File: config.mk
export PLATFORM = sky130hd
export DESIGN_NAME = lph_ctrl
export DESIGN_NICKNAME = d
export VERILOG_FILES = /design/src/rtl/lph_pkg.sv /design/src/rtl/lph_ctrl.sv
export SDC_FILE = /design/constraint.sdc
export NUM_CORES = 1
export LEC_CHECK = 0
export BUFFER_PORTS_ARGS = -buffer_cell sky130_fd_sc_hd__buf_2
export CELL_PAD_IN_SITES_DETAIL_PLACEMENT = 0
export CELL_PAD_IN_SITES_GLOBAL_PLACEMENT = 1
export CORE_AREA = 5 5 42 44
export CTS_CLUSTER_DIAMETER = 40
export DETAILED_ROUTE_END_ITERATION = 8
export DIE_AREA = 0 0 47 49
export PLACE_DENSITY_LB_ADDON = 0.2
export SLEW_MARGIN = 40
export SYNTH_ARGS = -nofsm -noshare
export SYNTH_HDL_FRONTEND = slang
export SYNTH_SLANG_ARGS = --single-unit
File: constraint.sdc
create_clock -name clk -period 2.6 [get_ports clk]
set_clock_uncertainty 0.2 [all_clocks]
set_input_delay 0.26 -clock clk [delete_from_list [all_inputs] [get_ports clk]]
set_output_delay 0.26 -clock clk [all_outputs]
set_load 0.005 [all_outputs]
File: src/rtl/lph_pkg.sv
// Shared types and constants for the linear probing hash table.
`timescale 1ns / 1ps
`default_nettype none

package lph_pkg;

	localparam int KEY_W     = 32;
	localparam int VALUE_W   = 12;
	localparam int STATUS_W  = 3;
	localparam int CFG_W     = 4;

	localparam logic [CFG_W-1:0] CFG_SLOTS_LOG2_RESET = 4'd10;

	localparam logic KIND_INSERT = 1'b0;
	localparam logic KIND_LOOKUP = 1'b1;

	localparam logic [STATUS_W-1:0] STATUS_INSERTED = 3'd0;
	localparam logic [STATUS_W-1:0] STATUS_REPLACED = 3'd1;
	localparam logic [STATUS_W-1:0] STATUS_FULL     = 3'd2;
	localparam logic [STATUS_W-1:0] STATUS_HIT      = 3'd3;
	localparam logic [STATUS_W-1:0] STATUS_MISS     = 3'd4;

	typedef struct packed {
		logic               kind;
		logic [KEY_W-1:0]   key;
		logic [VALUE_W-1:0] value_index;
	} req_t;

	typedef struct packed {
		logic [STATUS_W-1:0] status;
		logic [VALUE_W-1:0]  found_value;
	} rsp_t;

	typedef struct packed {
		logic               valid;
		logic [KEY_W-1:0]   key;
		logic [VALUE_W-1:0] value;
	} slot_t;

	typedef struct packed {
		logic clear;
		logic load;
		logic read;
		logic advance;
		logic finish;
	} cmd_t;

	typedef struct packed {
		logic clr_last;
		logic empty;
		logic match;
		logic last;
	} sts_t;

endpackage

`default_nettype wire

File: src/rtl/lph_ctrl.sv
// Controller state machine: clearing pass, request intake, probe sequencing, response hold.
`timescale 1ns / 1ps
`default_nettype none

module lph_ctrl (
	input  wire logic          clk,
	input  wire logic          arst_n,
	input  wire logic          req_valid,
	output logic               req_ready,
	output logic               rsp_valid,
	input  wire logic          rsp_ready,
	input  wire lph_pkg::sts_t sts,
	output lph_pkg::cmd_t      cmd
);

	localparam logic [1:0] S_CLEAR = 2'd0;
	localparam logic [1:0] S_IDLE  = 2'd1;
	localparam logic [1:0] S_READ  = 2'd2;
	localparam logic [1:0] S_EVAL  = 2'd3;

	logic [1:0] state_q;
	logic [1:0] state_d;
	logic       rsp_valid_q;
	logic       resolve;
	logic       out_free;

	assign resolve   = sts.empty | sts.match | sts.last;
	assign out_free  = !rsp_valid_q | rsp_ready;
	assign req_ready = (state_q == S_IDLE);
	assign rsp_valid = rsp_valid_q;

	always_comb begin
		cmd     = '0;
		state_d = state_q;
		case (state_q)
			S_CLEAR: begin
				cmd.clear = 1'b1;
				if (sts.clr_last) begin
					state_d = S_IDLE;
				end
			end
			S_IDLE: begin
				if (req_valid) begin
					cmd.load = 1'b1;
					state_d  = S_READ;
				end
			end
			S_READ: begin
				cmd.read = 1'b1;
				state_d  = S_EVAL;
			end
			S_EVAL: begin
				if (resolve) begin
					if (out_free) begin
						cmd.finish = 1'b1;
						state_d    = S_IDLE;
					end
				end else begin
					cmd.advance = 1'b1;
					state_d     = S_READ;
				end
			end
			default: begin
				state_d = S_IDLE;
			end
		endcase
	end

	always_ff @(posedge clk or negedge arst_n) begin
		if (!arst_n) begin
			state_q     <= S_CLEAR;
			rsp_valid_q <= 1'b0;
		end else begin
			state_q <= state_d;
			if (cmd.finish) begin
				rsp_valid_q <= 1'b1;
			end else if (rsp_ready) begin
				rsp_valid_q <= 1'b0;
			end
		end
	end

	a_finish_sets_valid: assert property (@(posedge clk) disable iff (!arst_n)
		cmd.finish |=> rsp_valid_q)
		else $error("response not presented after finish");

	a_load_reads: assert property (@(posedge clk) disable iff (!arst_n)
		cmd.load |=> (state_q == S_READ) && cmd.read)
		else $error("accepted request not followed by a slot read");

	a_clear_ends: assert property (@(posedge clk) disable iff (!arst_n)
		(state_q == S_CLEAR && sts.clr_last) |=> (state_q == S_IDLE))
		else $error("clearing pass did not end at the last slot");

endmodule

`default_nettype wire

After elaboration in Yosys (flattened, before gate mapping)
Cells that the tools add are included.
Storage, ports and cells
  register bits after elaboration: 3
  output and inout port bits: 7
  logic and storage cells: 30
Cells by class
  equality and inequality tests: 6
  mux-type cells: 15
  bitwise gates (word level): 3
  reduce and logical (&&, ||, !) cells: 4
Operator list (number)
  $mux 2: 5
  $mux 1: 9
  $pmux 2 s4: 1
  $eq 2x2->1 const B: 2
  $ne 2x2->1 const B: 2
  $ne 3x3->1 const B: 1
  $or 1x1->1: 3
  $reduce_and 3->1: 1
  $eq 2x1->1 const B: 1
  $logic_not 2->1: 1
  $reduce_bool 2->1: 1
  $logic_not 1->1: 1

Depth between registers and ports, before layout
Gate-level depths: netlist of the first run.
  depth in word-level cells: 6
  gate-level depth with buffers: 3

Worst setup path after synthesis of the first run
No wires, ideal clock.
  path kind: register to output
  from: register state_q[0]
  to: output port cmd[3] (netlist bit)
  data arrival time: 741 ps
  slack: 1399 ps
  cell stages (with the launch flop): 3
  path buffers: 0
  cells stage by stage: dfrtp_1 > and2b_1 > and2_1
RTL lines
  start: declaration: RTL line lph_ctrl.sv:21  | logic [1:0] state_q;
  start signal: assignment: RTL line lph_ctrl.sv:74  | state_q <= state_d;
  end: declaration: RTL line lph_ctrl.sv:13  | output lph_pkg::cmd_t cmd

==> flow_summary.toml, run 1 <==
[worst_setup_path]
timing.critical_path.cells = "and2b_1 -> and2_1 -> buf_2"
worstSetupEndpointType = "output port"
endpoint_arrival_time_on_the_critical_path_ps = 1100
worstPathMaxFanout = 7
worst_setup_path_start_kind = "register"
crit_required_ps = 2140
critical_path_type = "register to output port"
critical-path-slowest-cell = "sky130_fd_sc_hd__dfrtp_1"
max_stage_delay_ps = 420

[sta]
timing.slew.headroom = 0.8367
rsz0062_at_grt = "false"
final.setup.tns_ps = 0
max_clock_freq_mhz = 642.2
worst_slew_pin_slew_ps = 243.6
number_of_hold_violations_in_the_final_report = 0
min_period_ps = 1557
final-max-slew-violation-count = 0
finalCritPeriodShare = 0.5989
timing.final.setup_violations = 0

[pwr]
power.clock.fraction = 0.266
switchingPower_uw = 105.4
switching_part_of_the_total_power = 0.3535
power.combinational.fraction = 0.421
p_int_uw = 192.7
power_density_mw_per_mm2 = 1027
vdd_ir_drop_max_uv = 249.5
power_frac_seq = 0.313
total_leakage_power_uw = 0.0001578

[finish]
multi_input_comb_area_um2 = 85.08
syn2layout_area_growth_pct = 77.10
fin_nets = 46
diodes = 0
layout_commonest_cell = "sky130_fd_sc_hd__buf_2"
final_layout_size_suffix_gt1_frac = 0.5405
layout_common_cells = "14 x sky130_fd_sc_hd__buf_2, 3 x sky130_fd_sc_hd__clkbuf_4, 3 x sky130_fd_sc_hd__dfrtp_1"
post-route-util = 0.2071
fillers = 178
fin_area_um2 = 290.3
sequential_cell_area_um2 = 75.07

[cts]
cts.sink_count = 3
clk_pin_slew_ps = 30
cts_buffers = 3
tritoncts = "built"
clock_insertion_delay_at_the_later_pin_of_the_skew_report_ps = 230
h-tree-depth = 1
root_buffer = "sky130_fd_sc_hd__clkbuf_4"
max-clock-path-buffers = 2
cts-resized-gates = 0

[die]
design.die.area_mm2 = 0.002303
floorplan.rows = 14
chipWidth_um = 47
core_area_mm2 = 0.001401
boundaryPins = 15
die_height_um = 49
floorplan.initialDensity = 0.1170

[grt]
globalRouteTotalUtil = 0.04305
grt_max_degree = 8
number_of_global_route_vias_before_repair = 188
globalRoute.totalOverflow = 0
antenna_found_initial = 0
wire_length_of_the_first_global_routing_pass_um = 690

[synth]
post_synth.cell_area_avg_um2 = 9.106
synth_cells = 18
yosysUniqueCellTypes = 12
synth.net_count = 26
syn_area_um2 = 163.9
synth_seq_cells = 3
seq_area_frac_synth = 0.4580
yosysWarnings = 0

[job]
timing.max_cap.violations = 0

[routing]
via_per_instance_ratio = 3.528
via_count = 187
detailedRoute.firstPassIterationCount = 2
route.antenna.remaining_nets = 0
drt_first_iter_violations = 1
wl_um = 469
residual_drc = 0
wl_per_cell_um = 8.849

[placed_design]
io_buffer_count = 14
instance_area_after_placement_um2 = 254.0
routability_congestion = 0.6343
dp.final_hpwl_um = 407.6

[hold_path]
min-delay-path-class = "input port to register"

[outcome]
outcome = "finished clean"
[metrics by stage]
| step | power (µW) | hold WS, ps | cells | worst slack, ps |
|---|---|---|---|---|
| finish | 298.1 | 127.2 | 53 | 1043 |
| global route | 327.7 | 143.5 | 53 | 984.1 |
| CTS | 309.3 | 115.1 | 53 | 1026 |
| detailed placement | 223.8 | -141.6 | 48 | 1184 |
| global placement | 224.4 | -144.0 | 48 | 1185 |
| floorplan | 159.1 | -235.6 | 18 | 1399 |
[final cells by class]
type | count | share of cell area
Clock buffer | 4 | 0.09052
Inverter | 1 | 0.01293
Tap cell | 16 | 0.06897
Sequential cell | 3 | 0.2586
Multi-Input combinational cell | 14 | 0.2931
Timing Repair Buffer | 15 | 0.2759
[sequential cells by signal, indices dropped and copies added (netlist names)]
register,count
state_q,2
rsp_valid,1
[cell families (layout without fill, tap and decap cells)]
group,count (synthesis),in the layout,synth area share
AND/OR/NAND/NOR,10,10,0.3818
AO/OA/AOI/OAI,4,4,0.1374
flip-flops,3,3,0.4580
buffers and inverters,1,20,0.02288
[per-layer routing]
layer | part of all wire | vias to the layer above | global-route usage | routed length (µm)
li1 | - | 99 | - | -
met3 | 0.10 | 0 | 0.01107 | 47
met5 | 0 | - | 0 | 0
met1 | 0.37 | 81 | 0.04867 | 174
met4 | 0 | 0 | 0.04147 | 0
met2 | 0.53 | 7 | 0.06109 | 247
[synth_stat cells]
library cell / n / area share
sky130_fd_sc_hd__nor2b_1: 1 / 0.038
sky130_fd_sc_hd__nor2_1: 2 / 0.046
sky130_fd_sc_hd__dfrtp_1: 3 / 0.46
sky130_fd_sc_hd__o21bai_1: 1 / 0.046
sky130_fd_sc_hd__inv_1: 1 / 0.023
sky130_fd_sc_hd__o21ai_0: 1 / 0.031
sky130_fd_sc_hd__nor3_2: 2 / 0.12
sky130_fd_sc_hd__and3_2: 1 / 0.046
sky130_fd_sc_hd__and2b_1: 1 / 0.046
sky130_fd_sc_hd__a21oi_1: 2 / 0.061
sky130_fd_sc_hd__and2_1: 1 / 0.038
sky130_fd_sc_hd__nand2_1: 2 / 0.046
[power groups by stage]
stage	Combinational, µW	Sequential, µW	Clock (µW)
2_1_floorplan	68.8	90.3	0
3_3_place_gp	130	94.7	0
3_5_place_dp	130	94.0	0
4_1_cts	131	93.5	85.1
5_1_grt	143	98.2	86.4
6_report	126	93.3	79.2
[what timing repair did]
item / 4_1_cts / 5_1_grt
hold buffers: 1 / 0
endpoints found under the hold margin: 3 / 0
buffers inserted: 0 / 0
[worst max-delay path, delay by kind of cell (launching register included)]
family,cells,cell delay [ps]
buffers and inverters,1,120
flip-flops,1,420
AND/OR/NAND/NOR,2,330
[worst paths after layout]
| check | startpoint | endpoint | slack [ps] | cells past startpoint |
|---|---|---|---|---|
| hold reg to reg | state_q[1]$_DFFE_PN0P_ | state_q[0]$_DFFE_PN0P_ | 420 | 2 |
| setup reg to reg | rsp_valid$_DFFE_PN0P_ | state_q[1]$_DFFE_PN0P_ | 1540 | 3 |
| min in group asynchronous | arst_n | rsp_valid$_DFFE_PN0P_ | 150 | 2 |
| setup / recovery | state_q[0]$_DFFE_PN0P_ | cmd[3] | 1040 | 3 |
| hold / removal | req_valid | state_q[1]$_DFFE_PN0P_ | 130 | 3 |
| max in group asynchronous | arst_n | state_q[0]$_DFFE_PN0P_ | 1950 | 2 |
No activity file was read; power rests on OpenSTA's default activity.
==> run 2, diff against run 1 <==
--- a/config.mk
+++ b/config.mk
@@ -5,6 +5,7 @@
 export SDC_FILE = /design/constraint.sdc
 export NUM_CORES = 1
 export LEC_CHECK = 0
+export ABC_AREA = 1
 export BUFFER_PORTS_ARGS = -buffer_cell sky130_fd_sc_hd__buf_2
 export CELL_PAD_IN_SITES_DETAIL_PLACEMENT = 0
 export CELL_PAD_IN_SITES_GLOBAL_PLACEMENT = 1
==> constraint.sdc (replaced) <==
create_clock -name clk -period 1.5 [get_ports clk]
set_clock_uncertainty 0.2 [all_clocks]
set_input_delay 0.15 -clock clk [delete_from_list [all_inputs] [get_ports clk]]
set_output_delay 0.15 -clock clk [all_outputs]
set_load 0.005 [all_outputs]
==> run 2 against run 1 <==
  * The flow now finishes with violations (hold timing)
  * Setup slack worse by 950 ps
  * Via count up 26%
  * Worst hold slack lost 140 ps
  * Synthesized area rose by 12%
  * Critical endpoint is now cmd[4]
  * Highest routed layer unchanged
==> flow_summary.toml, run 2 <==
[worst_setup_path]
worstRegToRegCells = 5
crit_required_ps = 1150
worstSetupEndpointType = "output port"
crit-reg2reg-launch = "state_q[1]$_DFFE_PN0P_"
endpoint_arrival_time_on_the_critical_path_ps = 1060
r2r_slack_ps = 320
cp-startpoint = "state_q[1]$_DFFE_PN0P_"
worst_setup_path_start_kind = "register"
timing.rr.end = "state_q[1]$_DFFE_PN0P_"
critical_path_type = "register to output port"
worst_setup_path_endpoint = "cmd[4]"
worstPathMaxFanout = 3

[sta]
final-max-slew-violation-count = 0
timing.final.setup_violations = 0
finalCritPeriodShare = 0.9394
max_clock_freq_mhz = 709.7
min_period_ps = 1409
final.setup.tns_ps = 0
finalHoldWorstSlack_ps = -12.20
timing.slew.headroom = 0.9066
number_of_hold_violations_in_the_final_report = 1
worst_slew_pin_slew_ps = 139.0

[job]
timing.max_cap.violations = 0

[pwr]
total_leakage_power_uw = 0.0002265
vdd_ir_drop_max_uv = 545.1
power_density_mw_per_mm2 = 1873

[cts]
cts_buffers = 3
h-tree-depth = 1
root_buffer = "sky130_fd_sc_hd__clkbuf_4"
tritoncts = "built"
clock_insertion_delay_at_the_later_pin_of_the_skew_report_ps = 230
clk_pin_slew_ps = 40
max-clock-path-buffers = 2
cts.sink_count = 3

[routing]
wl_per_cell_um = 7.897
dr.max_layer_used = "met3"
detailroute.wirelength.met3_um = 77
wl_met1_um = 257
residual_drc = 0
drt_first_iter_violations = 1
detailroute.wirelength.met2_um = 202
wl_um = 537
via_per_instance_ratio = 3.471
via_count = 236
detailedRoute.firstPassIterationCount = 2
route.antenna.remaining_nets = 0

[synth]
yosys.area.top_type = "sky130_fd_sc_hd__dfrtp_1"
muxShareOfSynthArea = 0
yosysUniqueCellTypes = 10
most_instantiated_library_cell_after_synthesis = "sky130_fd_sc_hd__inv_1"
yosysWarnings = 0
synth_seq_cells = 3
synth_top_family_by_area = "simple AND/OR/NAND/NOR gates"
synth-compound-area-share = 0.06122
synth.net_count = 36
synth_cells = 28
netlist_top_cells_area = "sky130_fd_sc_hd__dfrtp_1 41%, sky130_fd_sc_hd__inv_1 16%, sky130_fd_sc_hd__nor2_1 12%"
seq_area_frac_synth = 0.4082
synthDominantCellAreaShare = 0.4082
synth_enable_flop_cells = 0
synth_simple_gate_area_frac = 0.3673
asyncSetResetFlopFracSynth = 1.000
synth_flop_cell = "sky130_fd_sc_hd__dfrtp_1"
post_synth.cell_area_avg_um2 = 6.569
post_synthesis_share_of_cell_area_spent_on_full_adders_half_adders_and_majority_gates = 0
synth_xor_xnor_area_share = 0
syn_area_um2 = 183.9
synth_common_cells = "8 x sky130_fd_sc_hd__inv_1, 6 x sky130_fd_sc_hd__nor2_1, 3 x sky130_fd_sc_hd__dfrtp_1, 3 x sky130_fd_sc_hd__nand2_1"

[grt]
globalRouteTotalUtil = 0.05360
globalRoute.totalOverflow = 0
wire_length_of_the_first_global_routing_pass_um = 883
antenna_found_initial = 0
grt_max_degree = 6
number_of_global_route_vias_before_repair = 237

[die]
design.die.area_mm2 = 0.002303
chipWidth_um = 47
boundaryPins = 15
floorplan.rows = 14
die_height_um = 49
core_area_mm2 = 0.001401
floorplan.initialDensity = 0.1312

[placed_design]
io_buffer_count = 14
dp.final_hpwl_um = 416.7
routability_congestion = 0.6721

[finish]
layout_commonest_cell = "sky130_fd_sc_hd__buf_2"
largest-register = "state_q"
layout_common_cells = "14 x sky130_fd_sc_hd__buf_2, 8 x sky130_fd_sc_hd__inv_1, 5 x sky130_fd_sc_hd__nor2_1, 4 x sky130_fd_sc_hd__buf_4"
final_layout_size_suffix_gt1_frac = 0.4808
syn2layout_area_growth_pct = 93.20
diodes = 0
fin_nets = 61
largest_register_ff_count = 2

[outcome]
violations = "hold timing"
outcome = "complete, but fails checks"

[hold_path]
min-delay-path-class = "input port to register"
-- run 2: changes by cell type after synthesis, sizes merged, moves of 2 or more --
cell | before | now
a21oi | 2 | 0
inv | 1 | 8
nand3 | 0 | 2
nor2 | 2 | 6
nand2 | 2 | 5
-- run 2: worst min path at each step --
stage                                         to  cells past startpoint       from  slack, ps
after detailed placement  state_q[0]$_DFFE_PN0P_                      1     arst_n       -250
after global placement    state_q[0]$_DFFE_PN0P_                      1     arst_n       -250
after CTS                  rsp_valid$_DFFE_PN0P_                      3  rsp_ready        -10
final                      rsp_valid$_DFFE_PN0P_                      3  rsp_ready        -10
after global routing       rsp_valid$_DFFE_PN0P_                      3  rsp_ready          6
after floorplan            rsp_valid$_DFFE_PN0P_                      0     arst_n       -350
-- run 2: cell type report --
cell class / count / area, µm²
Timing Repair Buffer: 20 / 120.1
Multi-Input combinational cell: 17 / 83.83
Tap cell: 16 / 20.02
Fill cell: 186 / 1046
Sequential cell: 3 / 75.07
Inverter: 8 / 30.03
Clock buffer: 4 / 26.28
-- run 2: routing by layer --
metal,GRT usage,vias to the layer above
li1,-,132
met1,0.06623,94
met2,0.06335,10
met3,0.04428,0
met4,0.02765,0
met5,0,-
-- run 2: metrics by stage --
| stage | area [µm²] | power (µW) | util | worst slack, ps | cells |
|---|---|---|---|---|---|
| global route | 355.3 | 734.3 | 0.2536 | -13.52 | 68 |
| detailed placement | 274.0 | 443.4 | 0.1955 | 285.7 | 58 |
| finish | 355.3 | 665.5 | 0.2536 | 90.96 | 68 |
| CTS | 320.3 | 596.3 | 0.2286 | 28.11 | 64 |
| global placement | 274.0 | 447.3 | 0.1955 | 284.0 | 58 |
| floorplan | 183.9 | 325.1 | - | 405.5 | 28 |
-- run 2: kinds of logic after synthesis --
logic type	Yosys count
buffers and inverters	8
AO/OA/AOI/OAI	2
flip-flops	3
AND/OR/NAND/NOR	15
-- run 2: worst max-delay path, cell delays in order (launching register included) --
cell and delay (ps):
sky130_fd_sc_hd__dfrtp_1 380, sky130_fd_sc_hd__buf_4 140, sky130_fd_sc_hd__inv_1 90, sky130_fd_sc_hd__nand2_2 70, sky130_fd_sc_hd__inv_1 50, sky130_fd_sc_hd__buf_2 100
-- run 2: where the power goes --
part | switching, µW | internal (µW) | leakage (µW)
clock network | 39.8 | 99.6 | 0.0000150
logic | 177 | 194 | 0.000177
registers | 30.7 | 125 | 0.0000348
-- run 2: timing repair --
action                                 CTS  global route
gates resized for setup                  0             2
hold buffers                             2             0
setup endpoints to repair                0             1
setup buffers                            0             4
endpoints found under the hold margin    5             0
==> run 3, diff against run 2 <==
--- a/config.mk
+++ b/config.mk
@@ -6,6 +6,7 @@
 export NUM_CORES = 1
 export LEC_CHECK = 0
 export ABC_AREA = 1
+export ABC_CLOCK_PERIOD_IN_PS = 1500
 export BUFFER_PORTS_ARGS = -buffer_cell sky130_fd_sc_hd__buf_2
 export CELL_PAD_IN_SITES_DETAIL_PLACEMENT = 0
 export CELL_PAD_IN_SITES_GLOBAL_PLACEMENT = 1
@@ -14,6 +15,7 @@
 export DETAILED_ROUTE_END_ITERATION = 8
 export DIE_AREA = 0 0 47 49
 export PLACE_DENSITY_LB_ADDON = 0.2
+export RECOVER_POWER = 25
 export SLEW_MARGIN = 40
 export SYNTH_ARGS = -nofsm -noshare
 export SYNTH_HDL_FRONTEND = slang
==> run 3 against run 2 <==
  * Largest cell class unchanged
  * The flow still finishes with violations (hold timing)
  * Worst hold slack about the same
  * Die area unchanged
  * Sequential power about the same
==> flow_summary.toml, run 3 (synthesis results as in run 2) <==
[cts]
cts_buffers = 3
root_buffer = "sky130_fd_sc_hd__clkbuf_4"
clk_pin_slew_ps = 40
tritoncts = "built"
clock_insertion_delay_at_the_later_pin_of_the_skew_report_ps = 230
cts.sink_count = 3
max-clock-path-buffers = 2
h-tree-depth = 1

[die]
floorplan.initialDensity = 0.1312
boundaryPins = 15
design.die.area_mm2 = 0.002303
chipWidth_um = 47
floorplan.rows = 14
core_area_mm2 = 0.001401
die_height_um = 49

[hold_path]
min-delay-path-class = "input port to register"

[sta]
worst_slew_pin_slew_ps = 164.6
number_of_hold_violations_in_the_final_report = 1
timing.final.setup_violations = 0
max_clock_freq_mhz = 709.7
timing.slew.headroom = 0.8902
finalCritPeriodShare = 0.9394
final-max-slew-violation-count = 0
min_period_ps = 1409
finalHoldWorstSlack_ps = -12.20

[finish]
fillers = 187
syn2layout_area_growth_pct = 92.52
final_layout_size_suffix_gt1_frac = 0.4615
fin_cells = 68
layout_common_cells = "13 x sky130_fd_sc_hd__buf_2, 8 x sky130_fd_sc_hd__inv_1, 5 x sky130_fd_sc_hd__nor2_1, 4 x sky130_fd_sc_hd__buf_4"
sequential_cell_area_um2 = 75.07
multi_input_comb_area_um2 = 83.83
layout_commonest_cell = "sky130_fd_sc_hd__buf_2"
diodes = 0
largest_register_ff_count = 2
fin_nets = 61
largest-register = "state_q"

[grt]
globalRouteTotalUtil = 0.05360
globalRoute.totalOverflow = 0
number_of_global_route_vias_before_repair = 237
wire_length_of_the_first_global_routing_pass_um = 883
grt_max_degree = 6
antenna_found_initial = 0

[worst_setup_path]
timing.critical_path.cells = "buf_4 -> inv_1 -> nand2_2 -> inv_1 -> buf_2"
worstPathMaxFanout = 3
critical_path_type = "register to output port"
crit_required_ps = 1150
r2r_slack_ps = 320
critical-path-slowest-cell = "sky130_fd_sc_hd__dfrtp_1"
worstSetupEndpointType = "output port"
worst_setup_path_start_kind = "register"
max_stage_delay_ps = 380
cp_dominant_cell_by_count = "sky130_fd_sc_hd__inv_1"
endpoint_arrival_time_on_the_critical_path_ps = 1060
worst-path-buf-inv = 4
critical_path.top_delay_family = "flip-flops"

[routing]
wl_per_cell_um = 7.853
drt_first_iter_violations = 1
detailedRoute.firstPassIterationCount = 2
residual_drc = 0
wl_um = 534
via_per_instance_ratio = 3.456
via_count = 235
route.antenna.remaining_nets = 0

[placed_design]
placedCellCount = 58
io_buffer_count = 14
dp.final_hpwl_um = 416.7
routability_congestion = 0.6721

[job]
timing.max_cap.violations = 0

[outcome]
outcome = "complete, but fails checks"
violations = "hold timing"

[pwr]
total_leakage_power_uw = 0.0002237
finalPower_uw = 665.1
vdd_ir_drop_max_uv = 545.2
power_density_mw_per_mm2 = 1878
run 3: changes by cell type in the layout (fill, tap and decap cells not counted), sizes merged:
cell and delta:
buf -1, clkbuf +1
run 3: cell type report:
cell class / count / share of cell area
clock buffers: 4 / 0.07420
inverters: 8 / 0.08481
multi-input cells: 17 / 0.2367
flip-flops and latches: 3 / 0.2120
well taps: 16 / 0.05654
repair buffers: 20 / 0.3357
run 3: where the power goes:
part           total (µW)  leakage (µW)  switching, µW  internal (µW)
clock                 139     0.0000150           39.8           99.6
combinational         371      0.000174            177            194
sequential            155     0.0000348           30.7            125
total                 665      0.000224            247            418
run 3: layer usage:
layer	vias up	track usage	part of all wire
li1	132	-	-
met1	93	0.06623	0.48
met2	10	0.06335	0.38
met3	0	0.04428	0.14
met4	0	0.02765	0
met5	-	0	0
run 3: tightest hold or removal path: cells and delay by family:
family / cells / cell delay, ps
AND/OR/NAND/NOR: 2 / 150
buffers and inverters: 1 / 70
run 3: final timing paths:
path,endpoint,startpoint,depth (start not counted)
worst max-delay path,cmd[4],state_q[1]$_DFFE_PN0P_,5
worst min-delay path,rsp_valid$_DFFE_PN0P_,rsp_ready,3
worst max register to register,state_q[1]$_DFFE_PN0P_,state_q[1]$_DFFE_PN0P_,5
worst min register to register,state_q[0]$_DFFE_PN0P_,state_q[0]$_DFFE_PN0P_,2
max in group asynchronous,state_q[0]$_DFFE_PN0P_,arst_n,2
min in group asynchronous,rsp_valid$_DFFE_PN0P_,arst_n,2
run 3: timing repair:
item / CTS / global route
hold endpoints to repair: 5 / 0
buffers inserted: 0 / 4
setup endpoints to repair: 0 / 1
resized for setup: 0 / 2
hold buffers: 2 / 0
run 3: per-stage QoR:
stage / setup TNS [ps] / worst slack, ps / hold slack [ps] / utilization / cell area [µm²]
final: 0 / 90.97 / -12.20 / 0.2527 / 354.1
after global routing: -13.52 / -13.52 / 5.925 / 0.2527 / 354.1
after CTS: 0 / 28.11 / -11.92 / 0.2286 / 320.3
after detailed placement: 0 / 285.7 / -248.5 / 0.1955 / 274.0
after global placement: 0 / 284.0 / -250.0 / 0.1955 / 274.0
after floorplan: 0 / 405.5 / -345.6 / - / 183.9
